`src/rtl/core/kdlp_pkg.sv`:
```
// Package for the key debounce / long press core.
// Holds register indexes, reset values and the state, config and result types.
// No dependencies.
package kdlp_pkg;

    localparam int KeyW  = 8;
    localparam int IdxW  = 3;

    // Configuration register indexes
    localparam logic [IdxW-1:0] RegIdleCode  = 3'd0;
    localparam logic [IdxW-1:0] RegLongKeyA  = 3'd1;
    localparam logic [IdxW-1:0] RegLongTimeA = 3'd2;
    localparam logic [IdxW-1:0] RegLongKeyB  = 3'd3;
    localparam logic [IdxW-1:0] RegLongTimeB = 3'd4;

    // Configuration reset values
    localparam logic [KeyW-1:0] IdleCodeRst  = 8'd255;
    localparam logic [KeyW-1:0] LongKeyARst  = 8'd3;
    localparam logic [KeyW-1:0] LongTimeARst = 8'd200;
    localparam logic [KeyW-1:0] LongKeyBRst  = 8'd2;
    localparam logic [KeyW-1:0] LongTimeBRst = 8'd220;

    // Debounce qualification count and saturated release count
    localparam logic [KeyW-1:0] PressQual  = 8'd2;
    localparam logic [1:0]      ReleaseSat = 2'd2;

    typedef struct packed {
        logic [KeyW-1:0] idle_code;
        logic [KeyW-1:0] long_key_a;
        logic [KeyW-1:0] long_time_a;
        logic [KeyW-1:0] long_key_b;
        logic [KeyW-1:0] long_time_b;
    } t_cfg;

    typedef struct packed {
        logic [KeyW-1:0] press_count;
        logic [1:0]      release_count;
        logic [KeyW-1:0] last_key;
        logic [KeyW-1:0] accepted_key;
        logic            press_taken;
        logic            long_taken;
    } t_state;

    typedef struct packed {
        logic            event_valid;
        logic [KeyW-1:0] event_key;
        logic            event_long;
    } t_result;

endpackage

```
`src/rtl/core/kdlp_step.sv`:
```
// Per-sample debounce step: next state and event word for one key sample.
// Pure combinational; depends on kdlp_pkg.
module kdlp_step (
    input  kdlp_pkg::t_cfg           i_cfg,
    input  kdlp_pkg::t_state         i_state,
    input  logic [kdlp_pkg::KeyW-1:0] i_key,
    output kdlp_pkg::t_state         o_state,
    output kdlp_pkg::t_result        o_result
);
    import kdlp_pkg::*;

    logic [KeyW-1:0] press_inc;
    logic [1:0]      release_inc;
    logic            last_special;
    logic            hit_a;
    logic            hit_b;
    logic [KeyW-1:0] limit;

    assign press_inc    = i_state.press_count + 8'd1;
    assign release_inc  = i_state.release_count + 2'd1;
    assign hit_a        = (i_state.last_key == i_cfg.long_key_a);
    assign hit_b        = (i_state.last_key == i_cfg.long_key_b);
    assign last_special = hit_a || hit_b;
    // Key a wins when both special codes match
    assign limit        = hit_a ? i_cfg.long_time_a : i_cfg.long_time_b;

    always_comb begin
        o_state              = i_state;
        o_result.event_valid = 1'b0;
        o_result.event_long  = 1'b0;

        if (i_key == i_cfg.idle_code) begin
            // Idle sample: count release, fire deferred short event or clear
            o_state.press_count   = '0;
            o_state.release_count = release_inc;
            if (release_inc > ReleaseSat) begin
                o_state.release_count = ReleaseSat;
                if (last_special && !i_state.long_taken) begin
                    o_state.press_taken  = 1'b1;
                    o_state.accepted_key = i_state.last_key;
                    o_state.last_key     = i_cfg.idle_code;
                    o_result.event_valid = 1'b1;
                end else begin
                    o_state.last_key     = i_cfg.idle_code;
                    o_state.accepted_key = i_cfg.idle_code;
                    o_state.press_taken  = 1'b0;
                    o_state.long_taken   = 1'b0;
                end
            end
        end else begin
            // Key down: advance press count, qualify when stable
            o_state.release_count = '0;
            o_state.press_count   = press_inc;
            if (i_key != i_state.last_key) begin
                o_state.last_key = i_key;
            end else if (press_inc > PressQual && !i_state.press_taken) begin
                if (last_special) begin
                    if (press_inc > limit) begin
                        o_state.press_count  = limit;
                        o_state.press_taken  = 1'b1;
                        o_state.long_taken   = 1'b1;
                        o_state.accepted_key = i_state.last_key;
                        o_result.event_valid = 1'b1;
                        o_result.event_long  = 1'b1;
                    end
                end else begin
                    o_state.press_count  = PressQual;
                    o_state.press_taken  = 1'b1;
                    o_state.accepted_key = i_state.last_key;
                    o_result.event_valid = 1'b1;
                end
            end
        end

        o_result.event_key = o_result.event_valid ? o_state.accepted_key : i_cfg.idle_code;
    end

endmodule

```
`src/rtl/core/key_debounce_long_press_core.sv`:
```
// Key debounce with long-press detection, top level.
// An accepted sample word passes the input register, then the result register,
// to give its event word. One sample word per cycle while the event channel does not stall.
// Reset (synchronous, active low) clears debounce state, both valid flags and
// loads the configuration registers with their default values.
module key_debounce_long_press_core (
    input  logic                        i_clk,
    input  logic                        i_rst_n,
    // configuration write port
    input  logic                        i_cfg_we,
    input  logic [kdlp_pkg::IdxW-1:0]   i_cfg_idx,
    input  logic [kdlp_pkg::KeyW-1:0]   i_cfg_data,
    // sample channel
    input  logic                        i_in_valid,
    output logic                        o_in_stall,
    input  logic [kdlp_pkg::KeyW-1:0]   i_key_sample,
    // event channel
    output logic                        o_out_valid,
    input  logic                        i_out_stall,
    output logic                        o_event_valid,
    output logic [kdlp_pkg::KeyW-1:0]   o_event_key,
    output logic                        o_event_long
);
    import kdlp_pkg::*;

    t_cfg            r_cfg;
    t_state          r_state;
    t_state          n_state;
    t_result         n_result;
    t_result         r_result;
    logic            r_in_valid;
    logic [KeyW-1:0] r_in_key;
    logic            r_out_valid;
    logic            advance;
    logic            in_take;

    // Move the held sample into the result register when it is free
    assign advance    = r_in_valid && (!r_out_valid || !i_out_stall);
    assign o_in_stall = r_in_valid && !advance;
    assign in_take    = i_in_valid && !o_in_stall;

    // Write configuration registers
    always_ff @(posedge i_clk) begin
        if (!i_rst_n) begin
            r_cfg.idle_code   <= IdleCodeRst;
            r_cfg.long_key_a  <= LongKeyARst;
            r_cfg.long_time_a <= LongTimeARst;
            r_cfg.long_key_b  <= LongKeyBRst;
            r_cfg.long_time_b <= LongTimeBRst;
        end else if (i_cfg_we) begin
            unique case (i_cfg_idx)
                RegIdleCode:  r_cfg.idle_code   <= i_cfg_data;
                RegLongKeyA:  r_cfg.long_key_a  <= i_cfg_data;
                RegLongTimeA: r_cfg.long_time_a <= i_cfg_data;
                RegLongKeyB:  r_cfg.long_key_b  <= i_cfg_data;
                RegLongTimeB: r_cfg.long_time_b <= i_cfg_data;
                default: ;
            endcase
        end
    end

    // Hold the incoming sample word
    always_ff @(posedge i_clk) begin
        if (!i_rst_n) begin
            r_in_valid <= 1'b0;
        end else if (in_take) begin
            r_in_valid <= 1'b1;
        end else if (advance) begin
            r_in_valid <= 1'b0;
        end
    end

    always_ff @(posedge i_clk) begin
        if (in_take) begin
            r_in_key <= i_key_sample;
        end
    end

    kdlp_step u_step (
        .i_cfg    (r_cfg),
        .i_state  (r_state),
        .i_key    (r_in_key),
        .o_state  (n_state),
        .o_result (n_result)
    );

    // Commit debounce state as each sample passes
    always_ff @(posedge i_clk) begin
        if (!i_rst_n) begin
            r_state <= '0;
        end else if (advance) begin
            r_state <= n_state;
        end
    end

    // Result register: load on advance, drop once taken
    always_ff @(posedge i_clk) begin
        if (!i_rst_n) begin
            r_out_valid <= 1'b0;
        end else if (advance) begin
            r_out_valid <= 1'b1;
        end else if (!i_out_stall) begin
            r_out_valid <= 1'b0;
        end
    end

    always_ff @(posedge i_clk) begin
        if (advance) begin
            r_result <= n_result;
        end
    end

    assign o_out_valid   = r_out_valid;
    assign o_event_valid = r_result.event_valid;
    assign o_event_key   = r_result.event_key;
    assign o_event_long  = r_result.event_long;

`ifndef SYNTH
    // Release count saturates and never reaches three
    a_release_sat: assert property (@(posedge i_clk) disable iff (!i_rst_n)
        r_state.release_count != 2'd3)
        else $error("release count out of range");

    // A long event is always a valid event
    a_long_valid: assert property (@(posedge i_clk) disable iff (!i_rst_n)
        o_out_valid && o_event_long |-> o_event_valid)
        else $error("long flag without event");

    // Input stalls only when both stages are full and the output is blocked
    a_stall_full: assert property (@(posedge i_clk) disable iff (!i_rst_n)
        o_in_stall |-> r_in_valid && r_out_valid && i_out_stall)
        else $error("input stalled with room free");

    // An advanced sample leaves a result waiting
    a_adv_out: assert property (@(posedge i_clk) disable iff (!i_rst_n)
        advance |=> r_out_valid)
        else $error("advanced sample lost");
`endif

endmodule

```
`config.mk`:
```
export PLATFORM = sky130hd
export DESIGN_NAME = key_debounce_long_press_core
export DESIGN_NICKNAME = d
export VERILOG_FILES = /design/src/rtl/core/kdlp_pkg.sv /design/src/rtl/core/kdlp_step.sv /design/src/rtl/core/key_debounce_long_press_core.sv
export SDC_FILE = /design/constraint.sdc
export NUM_CORES = 1
export LEC_CHECK = 0
export BUFFER_PORTS_ARGS = -buffer_cell sky130_fd_sc_hd__buf_4
export CELL_PAD_IN_SITES_DETAIL_PLACEMENT = 0
export CELL_PAD_IN_SITES_GLOBAL_PLACEMENT = 1
export CORE_ASPECT_RATIO = 0.8
export CORE_UTILIZATION = 49
export DETAILED_ROUTE_END_ITERATION = 8
export PLACE_DENSITY_LB_ADDON = 0.1
export SETUP_SLACK_MARGIN = 0.5
export SYNTH_ARGS = -nofsm -noshare
export SYNTH_HDL_FRONTEND = slang
export SYNTH_SLANG_ARGS = --single-unit
```
`constraint.sdc`:
```
create_clock -name i_clk -period 6.2 [get_ports i_clk]
set_input_delay 1.86 -clock i_clk [delete_from_list [all_inputs] [get_ports i_clk]]
set_output_delay 1.86 -clock i_clk [all_outputs]
set_load 0.01 [all_outputs]
```
==> impl_results.md <==
* Die Ht at 84.23 um
* IO Port Bufs at 35
* DR pass1 iterations at 4
* CP startpoint kind: input pin
* Post-synthesis cell type count at 60
* RSZ-0062 raised after global routing: no
* Initial core utilization at 51.41%
* Pleak at 1.780 nW
* Async SR Flop Fraction at 0%
* Top FF cell, synth: dfxtp_1
* Max Slew Vio Count at 0
* Core area at 8055 um2
* Crit-path max cell delay at 190 ps
* Gp weighted congestion at 0.8548
* Min Tclk post-route at 4174 ps
* CTS root buf: clkbuf_8
* Antenna violations before repair at 0
* CP top delay family: buffers and inverters
* Total CTS buffers at 9
* Sw Ratio at 28.42%
* P_sw at 0.0002999 W
* Post-route ant nets at 0
* XOR/XNOR share of the synthesized area at 8.520%
* Flop-to-flop setup slack at 2310 ps
* Status: complete, no violations
* CTS clk-pin slew, worst paths at 80 ps
* Clk network pwr share at 34.0%
* DRC Markers at 0
* Most used cell, CP: buf_4
* Post-Route WL at 9624 um
* Synth Area in Compound Gates at 12.54%
* Mux share of post-synthesis cell area at 4.139%
* Peak Freq at 239.6 MHz
* CTS tree: built
* Finished Core Util at 56.59%
* Fill cells at 751
* Cell internal pwr at 0.0007554 W
* 1st-iter DRT viols at 111
* Total power per unit cell area at 231.5 nW/um2
* I/O Pins at 36
* Hold WC Path Type: reg -> reg
* Max H-tree Level at 3
* Postcts setup bufs at 0
* Global-route wire length before repair at 15,530 um
* Number of synthesized register bits at 80
* MaxCap Viol Count at 0
* Final worst path period share at 67.32%
* Vias in the first global route at 2,890
* Post-cts gate resize count at 0
* Syn-to-layout area delta at 10.06%
* Slew headroom at 47.78%
* Num Clock Sinks at 80
* Register area share after synthesis at 43.02%
* Worst-Skew Late Latency at 360 ps
* Antenna Cells at 0
* CTS Hold Bufs at 0
* Yosys warns at 0
* Worst vdd ir at 0.0001124 V
* Clock Skews at 12.04 ps
* Nets at 517
* Cell Area, Synth at 4141 um2
* Vias per cell at 5.512
* Crit Path Max Fanout at 3
* Cells after Synth at 468
* Least-Margin Pin Slew at 781.7 ps
* Syn Nets at 504
* Logic pwr share at 11.3%
* Grt total ovfl at 0
* HPWL after DPL at 7052 um
* Synth Area in Simple Gates at 23.23%
* Worst path slowest cell: and3_1
* Std cell rows at 29
* CP required at 4340 ps
* Post-synth EDFFs at 18
* Critical Path AT at 2310 ps
* Die area at 8826 um2
* Crit path cell chain: buf_4, and3_1, buf_4
* Register share of total power at 54.7%
* Largest family of logic cells by synthesized area: simple AND/OR/NAND/NOR gates
* DR vias at 3,274
* CP Capture Type: output pin
* Die width at 104.8 um
* GRT Total Usage at 22.89%
* Finish-stage setup viols at 0
* Wirelength per Cell at 16.20 um
* Hold Violations, Final at 0
* Longest Clk Path Bufs at 2
* Average cell area after synthesis at 8.849 um2
* Synth Area in Adders at 3.625%
* Setup CP Type: in -> out
* Share of cells above drive strength 1 at 14.40%
* Crit path buf inv count at 2
* Pin count of the biggest net entering global routing at 38
* Final TNS setup at 0 ps
==> worst register-to-register path, delay by kind of cell, from the launching register on <==
kind / cells / cell delay [ps]
AOI/OAI and AO/OA: 4 / 1120
xor gates and xnor gates: 1 / 160
adders and majority gates: 1 / 290
DFF: 1 / 510
muxes: 2 / 740
and+or+nand+nor: 4 / 830
==> cells in the final DEF (no fill, tap or decap), types with 7 or more instances in the layout <==
| cell | count |
|---|---|
| nor2_1 | 23 |
| xnor2_1 | 17 |
| xor2_1 | 17 |
| dfxtp_1 | 62 |
| buf_4 | 36 |
| mux2_1 | 7 |
| inv_1 | 8 |
| a21oi_1 | 27 |
| nand3_1 | 36 |
| a311oi_1 | 8 |
| nand2_1 | 107 |
| clkbuf_8 | 9 |
| ha_1 | 12 |
| edfxtp_1 | 18 |
| mux2i_1 | 7 |
==> per-stage QoR <==
stage          setup slack [ps]  hold WS (ps)  instances  power [W]  instance area [um2]
6_report                   2026         454.9        594   0.001055                 4558
5_1_grt                    2003         485.3        594   0.001102                 4558
4_1_cts                    2027         459.7        594   0.001062                 4558
3_5_place_dp               2027         447.2        578  0.0007073                 4380
3_3_place_gp               2032         441.3        578  0.0007051                 4380
2_1_floorplan              2261         431.9        468  0.0006692                 4141
==> power by group through the flow <==
stage | registers, W | logic, W | clock network, W
after detailed placement | 0.000589 | 0.000118 | 0
final | 0.000577 | 0.000119 | 0.000359
after global placement | 0.000589 | 0.000116 | 0
after CTS | 0.000577 | 0.000119 | 0.000366
after global routing | 0.000580 | 0.000132 | 0.000390
after floorplan | 0.000577 | 0.0000919 | 0
==> Yosys cell counts (all sizes together) (4+ instances only) <==
cell type,number,area [um2]
nand2,108,407.9
dfxtp,62,1241
nand3,36,180.2
a21oi,27,135.1
nor2,24,92.59
clkbuf,20,75.07
xnor2,19,203.9
edfxtp,18,540.5
xor2,17,148.9
buf,14,91.33
ha,12,150.1
inv,9,33.78
mux2,9,101.4
a311oi,8,70.07
mux2i,7,70.07
nand4,7,58.81
o21ai,7,35.03
a2bb2oi,6,52.55
nor4,6,37.54
a211oi,5,37.54
and3,5,31.28
or2,5,31.28
nor2b,4,25.02
nor3,4,20.02
==> worst paths after layout <==
| check | cells past startpoint | startpoint | end |
|---|---|---|---|
| min | 2 | r_state[18] | r_state[18] |
| max | 3 | i_out_stall | o_in_stall |
| max reg2reg | 12 | r_state[16] | o_event_key[2] |
| min reg2reg | 2 | r_state[18] | r_state[18] |
==> layout make-up <==
type                            instances  area, um2  share of cell area (%)
Clock buffer                            9      123.9                   2.718
Inverter                               10      37.54                  0.8235
Tap cell                              108      135.1                   2.965
Sequential cell                        80       1782                   39.09
Multi-Input combinational cell        344       2156                   47.30
Timing Repair Buffer                   36      270.3                   5.929
Clock inverter                          7      53.80                   1.180
==> flip-flops by register name, summed over array words and instances (netlist names) <==
name,cells
o_event_valid,1
o_event_key,8
r_cfg,40
o_event_long,1
o_out_valid,1
r_in_valid,1
r_state,20
r_in_key,8
==> routing by layer <==
metal | wire, um | GRT usage (%)
met1 | 4929 | 35.60
met5 | 0 | 0
met3 | 605 | 5.124
met2 | 3991 | 31.73
met4 | 98 | 5.506
==> cells by family after synthesis <==
| kind of cell | count (synthesis) |
|---|---|
| xor+xnor | 36 |
| compound gates | 71 |
| fa+ha+maj | 12 |
| mux | 16 |
| flops | 80 |
| buf+inv | 44 |
| simple gates | 209 |
Note: power is estimated with default switching activity, not from simulation.
